==> config.mk <==
export PLATFORM = sky130hd
export DESIGN_NAME = camera_jpeg_frame_extractor
export DESIGN_NICKNAME = d
export VERILOG_FILES = /design/src/cjfe_pkg.sv /design/src/camera_jpeg_frame_extractor.sv /design/src/cjfe_fifo.sv
export VERILOG_INCLUDE_DIRS = /design/src /design/src/src
export SDC_FILE = /design/constraint.sdc
export NUM_CORES = 1
export LEC_CHECK = 0
export BUFFER_PORTS_ARGS = -buffer_cell sky130_fd_sc_hd__buf_2
export CORE_MARGIN = 5
export CORE_UTILIZATION = 60
export CTS_CLUSTER_DIAMETER = 120
export DETAILED_ROUTE_END_ITERATION = 6
export PLACE_DENSITY = 0.8
export SKIP_CTS_REPAIR_TIMING = 1
export SLEW_MARGIN = 40
export SYNTH_ARGS = -nofsm -noshare
export SYNTH_HDL_FRONTEND = slang
export SYNTH_SLANG_ARGS = --single-unit
==> constraint.sdc <==
create_clock -name clk_i -period 4.85 [get_ports clk_i]
set_input_delay 1.455 -clock clk_i [delete_from_list [all_inputs] [get_ports clk_i]]
set_output_delay 1.455 -clock clk_i [all_outputs]
set_load 0.02 [all_outputs]
==> src/camera_jpeg_frame_extractor_defines.svh <==
// Assertion macros for the JPEG frame extractor.
// Every macro samples on clk_i and is disabled while rst_ni is low.
`ifndef CAMERA_JPEG_FRAME_EXTRACTOR_DEFINES_SVH
`define CAMERA_JPEG_FRAME_EXTRACTOR_DEFINES_SVH

`ifndef SYNTH

// Property that must hold at every clock edge.
`define CJFE_ASSERT(lbl, prop, msg) \
  lbl: assert property (@(posedge clk_i) disable iff (!rst_ni) (prop)) else $error(msg);

// Implication checked at the next clock edge.
`define CJFE_ASSERT_NEXT(lbl, ante, cons, msg) \
  lbl: assert property (@(posedge clk_i) disable iff (!rst_ni) (ante) |=> (cons)) \
    else $error(msg);

`else

`define CJFE_ASSERT(lbl, prop, msg)

`define CJFE_ASSERT_NEXT(lbl, ante, cons, msg)

`endif

`endif

==> src/cjfe_pkg.sv <==
`timescale 1ns / 1ps

package cjfe_pkg;

  // Field and register widths
  localparam int unsigned ByteW   = 8;
  localparam int unsigned SkipW   = 4;
  localparam int unsigned CountW  = 21;
  localparam int unsigned CfgIdxW = 2;
  localparam int unsigned CfgW    = 21;

  // Configuration register indexes
  localparam logic [CfgIdxW-1:0] CfgSkipFrames = 2'd0;
  localparam logic [CfgIdxW-1:0] CfgMaxBytes   = 2'd1;
  localparam logic [CfgIdxW-1:0] CfgContinuous = 2'd2;

  // JPEG marker bytes
  localparam logic [ByteW-1:0] MarkerPrefix = 8'hFF;
  localparam logic [ByteW-1:0] MarkerSoi    = 8'hD8;
  localparam logic [ByteW-1:0] MarkerEoi    = 8'hD9;

  // Status codes carried by a status item
  typedef enum logic [1:0] {
    ST_OK       = 2'd0,
    ST_NO_SOI   = 2'd1,
    ST_NO_EOI   = 2'd2,
    ST_OVERFLOW = 2'd3
  } status_e;

  // One result item
  typedef struct packed {
    logic             is_status;
    logic [ByteW-1:0] out_byte;
    logic             last;
    status_e          status_code;
  } res_t;

  // Push request toward the result queue
  typedef struct packed {
    logic [1:0] cnt;  // number of items pushed: 0, 1 or 2
    res_t       res0;
    res_t       res1;
  } push_t;

endpackage

==> src/camera_jpeg_frame_extractor.sv <==
`timescale 1ns / 1ps
// JPEG frame extractor for a parallel camera port.
// Input channel (valid/stall): one item per pixel clock sample (mode 0, with
// vsync, href and the data byte) or a start request (mode 1).
// Output channel (valid/stall): JPEG bytes from the FF D8 start marker through
// the FF D9 end marker (last set on the D9), or one status item (last set)
// when a frame has no start marker, no end marker, or overflows max_bytes.
// Config port: write enable, index (0 skip_frames, 1 max_bytes, 2 continuous)
// and data; write only while no item is in flight.
// An accepted item is registered, evaluated once the result queue has room for
// two results, and its results are pushed into the queue that feeds the output.
// Throughput: one item per cycle. The item holding the start marker yields
// two results; the result queue drains one per cycle, so a marker pair or a
// stalled receiver holds the input off once the queue lacks room for two.
// Reset: config registers return to their defaults, capture is idle and the queue is
// empty. A stalled receiver holds the head result steady; items keep flowing
// in until fewer than two queue slots are free, then in_stall_o rises.
module camera_jpeg_frame_extractor #(
  parameter int unsigned FifoDepth = 4
) (
  input  logic                               clk_i,
  input  logic                               rst_ni,
  // Config port
  input  logic                               cfg_we_i,
  input  logic [cjfe_pkg::CfgIdxW-1:0]        cfg_index_i,
  input  logic [cjfe_pkg::CfgW-1:0]           cfg_wdata_i,
  // Input channel
  input  logic                               in_valid_i,
  output logic                               in_stall_o,
  input  logic                               mode_i,
  input  logic                               vsync_i,
  input  logic                               href_i,
  input  logic [cjfe_pkg::ByteW-1:0]          pixel_byte_i,
  // Output channel
  output logic                               out_valid_o,
  input  logic                               out_stall_i,
  output logic                               is_status_o,
  output logic [cjfe_pkg::ByteW-1:0]          out_byte_o,
  output logic                               last_o,
  output logic [1:0]                         status_code_o
);

  `include "camera_jpeg_frame_extractor_defines.svh"

  localparam logic [1:0] PhIdle = 2'd0;
  localparam logic [1:0] PhWait = 2'd1;
  localparam logic [1:0] PhCapt = 2'd2;

  // Config registers
  logic [cjfe_pkg::SkipW-1:0]  skip_frames_q;
  logic [cjfe_pkg::CountW-1:0] max_bytes_q;
  logic                        continuous_q;

  // Input register
  logic                       in_valid_q, in_valid_d;
  logic                       mode_q, vsync_q, href_q;
  logic [cjfe_pkg::ByteW-1:0] byte_q;
  logic                       accept_in;
  logic                       proc;

  // Capture state
  logic [1:0]                  phase_q, phase_d;
  logic [cjfe_pkg::SkipW-1:0]  edges_left_q, edges_left_d;
  logic                        last_vsync_q, last_vsync_d;
  logic                        held_ff_q, held_ff_d;
  logic                        start_seen_q, start_seen_d;
  logic [cjfe_pkg::CountW-1:0] count_q, count_d;

  // Evaluation temporaries
  logic            rise, capt, arm_req, finish_req;
  cjfe_pkg::push_t push;
  logic            room2;
  cjfe_pkg::res_t  head;

  localparam cjfe_pkg::res_t ResNone = '{
    is_status: 1'b0, out_byte: '0, last: 1'b0, status_code: cjfe_pkg::ST_OK};

  // Config writes
  always_ff @(posedge clk_i or negedge rst_ni) begin
    if (!rst_ni) begin
      skip_frames_q <= cjfe_pkg::SkipW'(3);
      max_bytes_q   <= cjfe_pkg::CountW'(65536);
      continuous_q  <= 1'b0;
    end else if (cfg_we_i) begin
      case (cfg_index_i)
        cjfe_pkg::CfgSkipFrames: skip_frames_q <= cfg_wdata_i[cjfe_pkg::SkipW-1:0];
        cjfe_pkg::CfgMaxBytes:   max_bytes_q   <= cfg_wdata_i[cjfe_pkg::CountW-1:0];
        cjfe_pkg::CfgContinuous: continuous_q  <= cfg_wdata_i[0];
        default: ;
      endcase
    end
  end

  // Input handshake: hold the registered item until the queue has room
  assign proc       = in_valid_q && room2;
  assign in_stall_o = in_valid_q && !room2;
  assign accept_in  = in_valid_i && !in_stall_o;

  always_comb begin
    if (accept_in) begin
      in_valid_d = 1'b1;
    end else if (proc) begin
      in_valid_d = 1'b0;
    end else begin
      in_valid_d = in_valid_q;
    end
  end

  always_ff @(posedge clk_i or negedge rst_ni) begin
    if (!rst_ni) begin
      in_valid_q <= 1'b0;
    end else begin
      in_valid_q <= in_valid_d;
    end
  end

  always_ff @(posedge clk_i) begin
    if (accept_in) begin
      mode_q  <= mode_i;
      vsync_q <= vsync_i;
      href_q  <= href_i;
      byte_q  <= pixel_byte_i;
    end
  end

  // Frame capture and marker search
  assign rise = vsync_q && !last_vsync_q;

  always_comb begin
    phase_d      = phase_q;
    edges_left_d = edges_left_q;
    last_vsync_d = last_vsync_q;
    held_ff_d    = held_ff_q;
    start_seen_d = start_seen_q;
    count_d      = count_q;
    capt         = 1'b0;
    arm_req      = 1'b0;
    finish_req   = 1'b0;
    push.cnt     = 2'd0;
    push.res0    = ResNone;
    push.res1    = ResNone;

    if (proc) begin
      if (mode_q) begin
        arm_req = 1'b1;
      end else begin
        last_vsync_d = vsync_q;
        capt = (phase_q == PhCapt);
        // Count vsync edges; the last one opens the frame on this sample
        if (phase_q == PhWait && rise) begin
          if (edges_left_q <= cjfe_pkg::SkipW'(1)) begin
            edges_left_d = '0;
            phase_d      = PhCapt;
            capt         = 1'b1;
          end else begin
            edges_left_d = edges_left_q - 1'b1;
          end
        end

        if (capt) begin
          if (!vsync_q) begin
            // Frame ended without an end marker
            push.cnt              = 2'd1;
            push.res0.is_status   = 1'b1;
            push.res0.last        = 1'b1;
            push.res0.status_code = start_seen_q ? cjfe_pkg::ST_NO_EOI
                                                 : cjfe_pkg::ST_NO_SOI;
            finish_req = 1'b1;
          end else if (href_q) begin
            if (count_q >= max_bytes_q) begin
              push.cnt              = 2'd1;
              push.res0.is_status   = 1'b1;
              push.res0.last        = 1'b1;
              push.res0.status_code = cjfe_pkg::ST_OVERFLOW;
              finish_req = 1'b1;
            end else begin
              count_d = count_q + 1'b1;
              if (!start_seen_q) begin
                if (held_ff_q && byte_q == cjfe_pkg::MarkerSoi) begin
                  // Emit the held FF along with the D8
                  push.cnt           = 2'd2;
                  push.res0.out_byte = cjfe_pkg::MarkerPrefix;
                  push.res1.out_byte = cjfe_pkg::MarkerSoi;
                  start_seen_d       = 1'b1;
                  held_ff_d          = 1'b0;
                end else begin
                  held_ff_d = (byte_q == cjfe_pkg::MarkerPrefix);
                end
              end else if (held_ff_q && byte_q == cjfe_pkg::MarkerEoi) begin
                push.cnt           = 2'd1;
                push.res0.out_byte = byte_q;
                push.res0.last     = 1'b1;
                finish_req         = 1'b1;
              end else begin
                push.cnt           = 2'd1;
                push.res0.out_byte = byte_q;
                held_ff_d          = (byte_q == cjfe_pkg::MarkerPrefix);
              end
            end
          end
        end
      end
    end

    // End of frame: re-arm or go idle
    if (finish_req) begin
      if (continuous_q) begin
        arm_req = 1'b1;
      end else begin
        phase_d = PhIdle;
      end
    end
    if (arm_req) begin
      phase_d      = PhWait;
      edges_left_d = skip_frames_q;
      held_ff_d    = 1'b0;
      start_seen_d = 1'b0;
      count_d      = '0;
    end
  end

  always_ff @(posedge clk_i or negedge rst_ni) begin
    if (!rst_ni) begin
      phase_q      <= PhIdle;
      edges_left_q <= '0;
      last_vsync_q <= 1'b0;
      held_ff_q    <= 1'b0;
      start_seen_q <= 1'b0;
      count_q      <= '0;
    end else begin
      phase_q      <= phase_d;
      edges_left_q <= edges_left_d;
      last_vsync_q <= last_vsync_d;
      held_ff_q    <= held_ff_d;
      start_seen_q <= start_seen_d;
      count_q      <= count_d;
    end
  end

  // Result queue
  cjfe_fifo #(
    .Depth (FifoDepth)
  ) u_fifo (
    .clk_i   (clk_i),
    .rst_ni  (rst_ni),
    .push_i  (push),
    .pop_i   (!out_stall_i),
    .valid_o (out_valid_o),
    .data_o  (head),
    .room2_o (room2)
  );

  assign is_status_o   = head.is_status;
  assign out_byte_o    = head.out_byte;
  assign last_o        = head.last;
  assign status_code_o = head.status_code;

  `CJFE_ASSERT(a_wait_clean,
               (phase_q != PhWait) || (!start_seen_q && !held_ff_q && count_q == '0),
               "waiting phase with stale frame state")
  `CJFE_ASSERT_NEXT(a_pair_sets_start, push.cnt == 2'd2, start_seen_q,
                    "marker pair emitted without start flag")
  `CJFE_ASSERT(a_stall_holds_item, !in_stall_o || in_valid_q,
               "input stalled with no held item")

endmodule

==> src/cjfe_fifo.sv <==
`timescale 1ns / 1ps

`include "camera_jpeg_frame_extractor_defines.svh"

// Result queue: up to two items in, one item out per cycle while pop_i is high.
module cjfe_fifo #(
  parameter int unsigned Depth = 4
) (
  input  logic           clk_i,
  input  logic           rst_ni,
  input  cjfe_pkg::push_t push_i,
  input  logic           pop_i,
  output logic           valid_o,
  output cjfe_pkg::res_t data_o,
  output logic           room2_o
);

  localparam int unsigned PtrW = (Depth > 1) ? $clog2(Depth) : 1;
  localparam int unsigned CntW = $clog2(Depth + 1);

  function automatic logic [PtrW-1:0] ptr_inc(input logic [PtrW-1:0] p);
    logic [PtrW-1:0] r;
    if (p == PtrW'(Depth - 1)) begin
      r = '0;
    end else begin
      r = p + 1'b1;
    end
    return r;
  endfunction

  cjfe_pkg::res_t  mem_q [Depth];
  logic [PtrW-1:0] wr_ptr_q, wr_ptr_d;
  logic [PtrW-1:0] rd_ptr_q, rd_ptr_d;
  logic [CntW-1:0] count_q, count_d;
  logic [PtrW-1:0] wr_ptr_nx;
  logic            pop;

  assign pop       = pop_i && (count_q != '0);
  assign wr_ptr_nx = ptr_inc(wr_ptr_q);

  // Pointer and fill count update
  always_comb begin
    wr_ptr_d = wr_ptr_q;
    if (push_i.cnt == 2'd1) begin
      wr_ptr_d = wr_ptr_nx;
    end else if (push_i.cnt == 2'd2) begin
      wr_ptr_d = ptr_inc(wr_ptr_nx);
    end
    rd_ptr_d = pop ? ptr_inc(rd_ptr_q) : rd_ptr_q;
    count_d  = count_q + CntW'(push_i.cnt) - CntW'(pop);
  end

  always_ff @(posedge clk_i or negedge rst_ni) begin
    if (!rst_ni) begin
      wr_ptr_q <= '0;
      rd_ptr_q <= '0;
      count_q  <= '0;
    end else begin
      wr_ptr_q <= wr_ptr_d;
      rd_ptr_q <= rd_ptr_d;
      count_q  <= count_d;
    end
  end

  // Storage
  always_ff @(posedge clk_i) begin
    if (push_i.cnt != 2'd0) begin
      mem_q[wr_ptr_q] <= push_i.res0;
    end
    if (push_i.cnt == 2'd2) begin
      mem_q[wr_ptr_nx] <= push_i.res1;
    end
  end

  assign valid_o = (count_q != '0);
  assign data_o  = mem_q[rd_ptr_q];
  assign room2_o = (count_q <= CntW'(Depth - 2));

  `CJFE_ASSERT(a_fifo_no_over, count_q <= CntW'(Depth), "result queue over full")
  `CJFE_ASSERT(a_fifo_push_room, (push_i.cnt == 2'd0) || room2_o, "push without room")
  `CJFE_ASSERT_NEXT(a_fifo_pop_count, pop && (push_i.cnt == 2'd0),
                    count_q == $past(count_q) - 1'b1, "pop did not drain an item")

endmodule

==> qor.yml, run 1 <==
run_status:
  status: "finished clean"
route:
  drt-pass1-iter-count: 6
  detail-route-antenna-nets: 0
  wire_per_inst_um: 17.5
  vias: 4798
  post-route-drc-count: 0
  vias_per_cell: 5.98
  totalWireLength_um: 14000
  first_iter_violations: 300
floorplan:
  start_util: 0.615
  io_pins: 53
  core.rowCount: 37
  fp.dieW_um: 113
  die_h_um: 113
  core_area_um2: 10300
  dieArea_um2: 12700
timing:
  finalSetupViolations: 0
  timing.clock.skew_ns: 0.0129
  timing.final.crit_period_ns: 3.99
  slew_headroom: 0.461
  slew_violations: 0
  hold_viol: 0
  fmax_ghz: 0.250
  post-route-period-util: 0.824
  grt_setup_unrepaired: "no"
  tightest_slew_ns: 0.806
  finalSetupTns_ns: 0
power_and_ir_drop:
  p_leak_nw: 3.26
  finalPower_mw: 3.22
  power.density_nw_per_um2: 440
  ir_worst_vdd_uv: 330
synthesis:
  synth_top_area_share: 0.241
  ys_seq_elements: 123
  synth_top_area_cell: "dfrtp_1"
  syn_area_um2: 6350
  syn-num-nets: 683
  synth_commonest_cells: "dfrtp_1, nand2_1, inv_1, nor2_1, ha_1"
  syn-instance-count: 604
  syn_avg_cell_area_um2: 10.5
  synth.yosys.seq_area_share: 0.482
  synth.area.top_cells: "dfrtp_1, edfxtp_1, dfxtp_1"
  yosysUniqueCellTypes: 55
  yosysMostFrequentCell: "dfrtp_1"
  synth_edf_count: 27
  synth_ff_type: "dfrtp_1"
  yosys_warnings: 0
  synth-async-reset-ratio: 0.520
hold_path:
  min_path_type: "flop to flop"
setup_path:
  crit_required_ns: 5.26
  endpoint_kind: "flop"
  r2r_slack_ns: 0.86
  cp-start-kind: "flop"
  arrival_ns: 4.40
  worst-path-max-fanout: 8
  critical_path_class: "flop to flop"
placement:
  gp_congestion: 0.852
  dp_hpwl_um: 9960
  port_buffers: 52
  place_inst: 771
clock_tree:
  clk_pin_slew_ns: 0.06
  cts_buffers: 17
  cts_tree: "built"
  clkSinkCount: 123
  htreeDepth: 4
  clock-root-buffer: "clkbuf_8"
  clkLatencyLatePin_ns: 0.54
  ctsLongestPathBuffers: 2
global_route:
  antenna_found_initial: 0
  grt_max_degree: 42
  grt_first_pass_wirelength_um: 23400
  gr-total-overflow: 0
  grt_pass1_vias: 4876
  track_usage: 0.232
layout:
  regArea_um2: 3060
  fin_nets: 733
  stdcell_count: 803
  multiInputGateArea_um2: 3040
  syn_to_final_growth_pct: 15.3
  drive_gt1_frac: 0.208
  antenna_cells: 0
  final.fill_count: 737
run:
  maxCapViolations: 0
power breakdown:
| group | switching, mW | internal, mW | total (mW) |
|---|---|---|---|
| sequential | 0.159 | 1.19 | 1.35 |
| clock | 0.469 | 0.845 | 1.31 |
| combinational | 0.294 | 0.265 | 0.560 |
metrics by stage:
stage | worst slack [ns] | util | hold WS, ns | instance area [um^2]
floorplan | 1.49 | - | 0.420 | 6350
global placement | 1.01 | 0.648 | 0.434 | 6690
detailed placement | 0.752 | 0.649 | 0.448 | 6710
CTS | 0.699 | 0.708 | 0.463 | 7310
global route | 0.537 | 0.709 | 0.478 | 7320
finish | 0.855 | 0.709 | 0.466 | 7320
critical path, stage by stage, from the launching register on:
cell,delay (ns)
dfstp_2,0.52
inv_1,0.04
ha_1,0.31
nand4_1,0.12
nor4_1,0.08
a211oi_1,0.29
a21boi_2,0.35
nand4_1,0.35
nand2b_1,0.33
ha_1,0.32
nand2b_1,0.29
nor4_1,0.64
a21o_1,0.22
area by class of cell:
type,instances,area share
Sequential cell,123,0.418
Multi-Input combinational cell,414,0.415
Clock buffer,20,0.0595
Timing Repair Buffer,55,0.0390
Clock inverter,12,0.0233
Tap cell,136,0.0233
Inverter,43,0.0221
flip-flops by register name, indices dropped and copies added (netlist names), 2 cells and up:
signal / flops
byte_q: 8
count_q: 21
edges_left_q: 4
max_bytes_q: 21
phase_q: 2
skip_frames_q: 4
u_fifo.count_q: 3
u_fifo.mem_q: 48
u_fifo.rd_ptr_q: 2
u_fifo.wr_ptr_q: 2
cell usage in the layout, fill, tap and decap left out, drive strengths merged, types with 17 or more instances in the layout:
master	n
dfrtp	61
nand2	55
buf	55
inv	44
nor2	43
ha	39
a21oi	36
dfxtp	32
mux2	30
o21ai	28
edfxtp	27
clkbuf	20
or4	19
a21o	18
nor3	17
path summary, 6_finish.rpt:
check / startpoint / end / cells after the start
min in group asynchronous: rst_ni / count_q[12] / 1
worst max register to register: max_bytes_q[16] / u_fifo.mem_q[1][10] / 12
worst min register to register: u_fifo.mem_q[0][4] / u_fifo.mem_q[0][4] / 2
max in group asynchronous: rst_ni / u_fifo.rd_ptr_q[0] / 2
worst min-delay path: u_fifo.mem_q[0][4] / u_fifo.mem_q[0][4] / 2
worst max-delay path: max_bytes_q[16] / u_fifo.mem_q[1][10] / 12
metal layers:
layer  track usage  routed length (um)  up-vias
met3        0.0583                 843       37
met2         0.388                7050      155
met1         0.286                5770     2318
li1              -                   -     2288
met5             0                   0        -
met4         0.100                 350        0
logic make-up after synthesis:
logic type                 share of synthesized area
DFF                                            0.482
adders and majority gates                     0.0800
buffers and inverters                         0.0416
xor gates and xnor gates                      0.0138
AOI/OAI and AO/OA                              0.123
and+or+nand+nor                                0.161
muxes                                         0.0990
Note: power is estimated with default switching activity, not from simulation.
==> run 2: changes to the inputs <==
--- a/config.mk
+++ b/config.mk
@@ -6,6 +6,7 @@
 export SDC_FILE = /design/constraint.sdc
 export NUM_CORES = 1
 export LEC_CHECK = 0
+export ABC_AREA = 1
 export BUFFER_PORTS_ARGS = -buffer_cell sky130_fd_sc_hd__buf_2
 export CORE_MARGIN = 5
 export CORE_UTILIZATION = 60
==> constraint.sdc (replaced) <==
create_clock -name clk_i -period 3.7 [get_ports clk_i]
set_input_delay 1.11 -clock clk_i [delete_from_list [all_inputs] [get_ports clk_i]]
set_output_delay 1.11 -clock clk_i [all_outputs]
set_load 0.02 [all_outputs]
==> qor.yml, run 2 <==
floorplan:
  core_area_um2: 10800
  io_pins: 53
  core.rowCount: 38
  die_h_um: 115
  dieArea_um2: 13200
  start_util: 0.611
  fp.dieW_um: 115
layout:
  fin_nets: 932
  top_register: "u_fifo.mem_q"
  stdcell_count: 1006
  drive_gt1_frac: 0.147
  syn_to_final_growth_pct: 15.2
  mostFrequentLayoutCell: "nand2_1"
  final_util: 0.704
  layout_common_cells: "nand2_1, inv_1, o21ai_0"
  regArea_um2: 3060
  antenna_cells: 0
  largest_reg_flops: 48
  top_regs: "u_fifo.mem_q: 48 flops, count_q: 21 flops, max_bytes_q: 21 flops"
  final.fill_count: 839
  multiInputGateArea_um2: 3090
synthesis:
  yosysMostFrequentCell: "nand2_1"
  synth.area.top_cells: "dfrtp_1, edfxtp_1, dfxtp_1"
  synth_top_area_share: 0.231
  synth_ff_type: "dfrtp_1"
  syn-num-nets: 882
  synth-async-reset-ratio: 0.520
  yosysUniqueCellTypes: 37
  ys_seq_elements: 123
  syn_avg_cell_area_um2: 8.25
  synth.yosys.seq_area_share: 0.462
  syn_area_um2: 6620
  synth_top_area_cell: "dfrtp_1"
  syn-instance-count: 803
  synth_commonest_cells: "nand2_1, inv_1, o21ai_0"
  synth_edf_count: 27
  yosys_warnings: 0
global_route:
  use_met1: 0.302
  gr-total-overflow: 0
  use_met3: 0.0632
  grt_pass1_vias: 5867
  antenna_found_initial: 0
  grt_first_pass_wirelength_um: 26900
  grt_max_degree: 65
  grt.busiest_layer: "met2"
  track_usage: 0.255
  use_met2: 0.441
power_and_ir_drop:
  ir_worst_vdd_uv: 654
  p_leak_nw: 3.78
  power.density_nw_per_um2: 602
  finalPower_mw: 4.59
timing:
  slew_violations: 0
  tightest_slew_ns: 0.667
  finalSetupViolations: 0
  slew_headroom: 0.555
  hold_viol: 0
  timing.final.crit_period_ns: 3.43
  post-route-period-util: 0.926
  timing.clock.skew_ns: 0.00689
  fmax_ghz: 0.292
route:
  first_iter_violations: 626
  totalWireLength_um: 15700
  drt-pass1-iter-count: 6
  detail-route-antenna-nets: 0
  post-route-drc-count: 0
  vias_per_cell: 5.73
  wire_per_inst_um: 15.7
  vias: 5766
clock_tree:
  cts_tree: "built"
  ctsLongestPathBuffers: 2
  clock-root-buffer: "clkbuf_8"
  clk_pin_slew_ns: 0.06
  htreeDepth: 4
  clkLatencyLatePin_ns: 0.53
  clkSinkCount: 123
  cts_buffers: 17
hold_path:
  min_path_type: "flop to flop"
setup_path:
  worst-path-max-fanout: 11
  critical_path_class: "flop to flop"
  endpoint_kind: "flop"
  crit_required_ns: 4.07
  cp-start-kind: "flop"
  arrival_ns: 3.80
placement:
  place_inst: 974
  port_buffers: 52
  dp_hpwl_um: 11500
  gp_congestion: 0.947
run_status:
  status: "finished clean"
run:
  maxCapViolations: 0
[run 2: cell types whose count changed after synthesis, sizes merged, moves of 16 or more]
cell / delta
nand2: +83
o21ai: +64
inv: +57
nand3: +49
nor2: +49
nand4: +36
mux2: -30
or4: -19
a21o: -16
[run 2: metrics by stage]
step	cell area [um^2]	setup TNS, ns	hold slack, ns	worst slack (ns)
2_1_floorplan	6620	0	0.447	0.678
3_3_place_gp	6990	0	0.469	0.436
3_5_place_dp	6990	0	0.469	0.294
4_1_cts	7610	0	0.480	0.210
5_1_grt	7630	-0.136	0.508	-0.0360
6_report	7630	0	0.482	0.272
[run 2: final cells by class]
cell class	instances	share of cell area
sequential	123	0.401
clock buffer	18	0.0561
inverter	100	0.0492
tap	140	0.0230
clock inverter	14	0.0253
multi-input combinational	553	0.405
timing repair buffer	58	0.0405
[run 2: worst paths after layout]
path,from,to,slack [ns],cells after the start
min in group asynchronous,rst_ni,max_bytes_q[19],0.67,2
max in group asynchronous,rst_ni,edges_left_q[1],2.64,2
max reg2reg,max_bytes_q[16],u_fifo.mem_q[0][6],0.27,22
min reg2reg,u_fifo.mem_q[3][2],u_fifo.mem_q[3][2],0.48,2
max,max_bytes_q[16],u_fifo.mem_q[0][6],0.27,22
min,u_fifo.mem_q[3][2],u_fifo.mem_q[3][2],0.48,2
[run 2: worst max-delay path: stages (launching register included)]
cell	delay, ns
dfstp_2	0.51
inv_1	0.05
ha_1	0.31
nand2_1	0.10
inv_1	0.05
nand2_1	0.06
nand2_1	0.04
nand2_1	0.05
nand2_1	0.05
nor2_1	0.10
nand3_1	0.14
inv_2	0.17
nand2_1	0.10
inv_2	0.08
nand2_2	0.07
nor2_4	0.20
inv_1	0.13
ha_1	0.23
inv_1	0.15
nand2_2	0.16
nor2_1	0.21
inv_2	0.12
o21ai_0	0.19
[run 2: logic make-up after synthesis]
kind of cell,Yosys count,synth area share
AND/OR/NAND/NOR,348,0.243
XOR/XNOR,23,0.0304
buffers and inverters,127,0.0743
adder cells (fa/ha/maj),40,0.0767
flip-flops,123,0.462
AO/OA/AOI/OAI,142,0.114
[run 2: per-layer routing]
layer / vias to the layer above / routed length, um
met4: 0 / 520
met5: - / 0
met1: 2679 / 6350
met3: 58 / 889
met2: 231 / 7990
li1: 2798 / -
[run 2: power breakdown]
group | switching, mW | total, mW | internal, mW | leakage [nW]
combinational | 0.798 | 1.19 | 0.387 | 2.16
sequential | 0.116 | 1.66 | 1.54 | 1.33
clock | 0.630 | 1.74 | 1.11 | 0.299
total | 1.54 | 4.59 | 3.05 | 3.78
==> run 3: changes to the inputs <==
--- a/config.mk
+++ b/config.mk
@@ -7,11 +7,11 @@
 export NUM_CORES = 1
 export LEC_CHECK = 0
 export ABC_AREA = 1
-export BUFFER_PORTS_ARGS = -buffer_cell sky130_fd_sc_hd__buf_2
 export CORE_MARGIN = 5
-export CORE_UTILIZATION = 60
+export CORE_UTILIZATION = 64
 export CTS_CLUSTER_DIAMETER = 120
 export DETAILED_ROUTE_END_ITERATION = 6
+export DONT_BUFFER_PORTS = 1
 export PLACE_DENSITY = 0.8
 export SKIP_CTS_REPAIR_TIMING = 1
 export SLEW_MARGIN = 40
==> qor.yml, run 3 (synthesized netlist as in run 2, its figures left out) <==
setup_path:
  reg2reg_depth: 21
  r2r_slack_ns: 0.30
  cp-start-kind: "flop"
  worstPathCellList: "inv_1 > ha_1 > nand2_1 > inv_1 > nand2_1 > nand2_1 > nand2_1 > nand2_1 > nor2_1 > nand3_1 > inv_2 > nand2_1 > inv_2 > nand2_2 > nor2_4 > ha_1 > nand2_2 > inv_1 > nor2_1 > inv_1 > o21ai_0"
  crit_top_cell: "nand2_1"
  worst-path-max-fanout: 11
  startpoint: "max_bytes_q[16]"
  endpoint_kind: "flop"
  crit_required_ns: 3.96
  reg2reg_from: "max_bytes_q[16]"
  cpPeakStageDelay_ns: 0.51
  worstReg2RegEnd: "u_fifo.mem_q[1][6]"
  critical_path_class: "flop to flop"
  arrival_ns: 3.66
  slowest_stage: "dfstp_2"
route:
  wire_per_inst_um: 16.3
  post-route-drc-count: 0
  totalWireLength_um: 15500
  drt-pass1-iter-count: 5
  detail-route-antenna-nets: 0
  first_iter_violations: 497
  vias: 5616
  vias_per_cell: 5.91
floorplan:
  die_h_um: 112
  dieArea_um2: 12500
  start_util: 0.650
  fp.dieW_um: 112
  core_area_um2: 10200
  core.rowCount: 37
  io_pins: 53
global_route:
  use_met3: 0.0511
  gr-total-overflow: 0
  track_usage: 0.259
  grt.busiest_layer: "met2"
  use_met2: 0.445
  grt_first_pass_wirelength_um: 26500
  antenna_found_initial: 0
  use_met1: 0.315
  grt_max_degree: 65
  grt_pass1_vias: 5578
timing:
  slew_violations: 0
  finalSetupViolations: 0
  grt_setup_unrepaired: "no"
  slew_headroom: 0.529
  fmax_ghz: 0.294
  post-route-period-util: 0.920
  whs_ns: 0.275
  timing.final.crit_period_ns: 3.40
  finalSetupTns_ns: 0
  tightest_slew_ns: 0.705
  hold_viol: 0
  timing.clock.skew_ns: 0.00673
placement:
  gp_congestion: 0.870
  port_buffers: 0
  dp_hpwl_um: 11100
clock_tree:
  clkSinkCount: 123
  clkLatencyLatePin_ns: 0.53
  clk_pin_slew_ns: 0.06
  clock-root-buffer: "clkbuf_8"
  cts_buffers: 17
  htreeDepth: 4
  cts_tree: "built"
  ctsLongestPathBuffers: 2
power_and_ir_drop:
  ir_worst_vdd_uv: 388
  p_leak_nw: 3.57
  power.density_nw_per_um2: 603
layout:
  drive_gt1_frac: 0.0921
  layout_common_cells: "nand2_1, inv_1, o21ai_0"
  syn_to_final_growth_pct: 10.9
  fin_nets: 880
  mostFrequentLayoutCell: "nand2_1"
  top_regs: "u_fifo.mem_q: 48 flops, count_q: 21 flops, max_bytes_q: 21 flops"
  largest_reg_flops: 48
  antenna_cells: 0
  top_register: "u_fifo.mem_q"
  final.fill_count: 787
hold_path:
  min_path_type: "input port to asynchronous set/reset pin"
run_status:
  status: "finished clean"
run:
  maxCapViolations: 0
run 3: changes by cell type in the layout (fill, tap and decap cells not counted), sizes merged:
cell      previous run  this run
buf                 58         6
bufinv               4         3
clkinv               6         7
clkinvlp             2         1
inv                102       103
run 3: worst max-delay path, delay by kind of cell, from the launching register on:
kind                     cells  cell delay [ns]
AND/OR/NAND/NOR             12             1.15
buffers and inverters        6             0.68
adder cells (fa/ha/maj)      2             0.63
flip-flops                   1             0.51
AO/OA/AOI/OAI                1             0.15
run 3: area by class of cell:
cell class	instances	area, um^2	share of cell area
Multi-Input combinational cell	553	3090	0.421
Sequential cell	123	3060	0.416
Clock buffer	18	439	0.0598
Inverter	100	375	0.0511
Tap cell	136	170	0.0232
Clock inverter	14	166	0.0227
Timing Repair Buffer	6	45.0	0.00613
run 3: layer usage:
| layer | wire [um] | up-vias | share of wire |
|---|---|---|---|
| met5 | 0 | - | 0 |
| met4 | 494 | 0 | 0.032 |
| met3 | 812 | 45 | 0.052 |
| met2 | 7940 | 187 | 0.51 |
| met1 | 6260 | 2683 | 0.40 |
| li1 | - | 2701 | - |
run 3: how the worst max path moves through the flow:
stage	endpoint	slack, ns
floorplan	u_fifo.mem_q[2][10]	0.68
global placement	u_fifo.mem_q[3][6]	0.34
detailed placement	u_fifo.mem_q[3][10]	0.23
CTS	u_fifo.mem_q[3][10]	0.23
global route	u_fifo.mem_q[1][7]	0.002
finish	u_fifo.mem_q[1][6]	0.30
run 3: where the power goes:
part | leakage, nW | switching, mW | total (mW) | internal (mW)
Combinational | 1.94 | 0.765 | 1.07 | 0.306
Sequential | 1.33 | 0.122 | 1.67 | 1.55
Clock | 0.298 | 0.622 | 1.69 | 1.07
run 3: per-stage QoR:
| step | cells | worst slack [ns] | power (mW) | cell area, um^2 | utilization |
|---|---|---|---|---|---|
| after global routing | 950 | 0.00221 | 4.66 | 7350 | 0.721 |
| after global placement | 918 | 0.340 | 2.69 | 6720 | 0.660 |
| after detailed placement | 918 | 0.228 | 2.75 | 6720 | 0.660 |
| final | 950 | 0.296 | 4.43 | 7350 | 0.721 |
| after floorplan | 803 | 0.678 | 2.51 | 6620 | - |
| after CTS | 950 | 0.227 | 4.44 | 7330 | 0.720 |
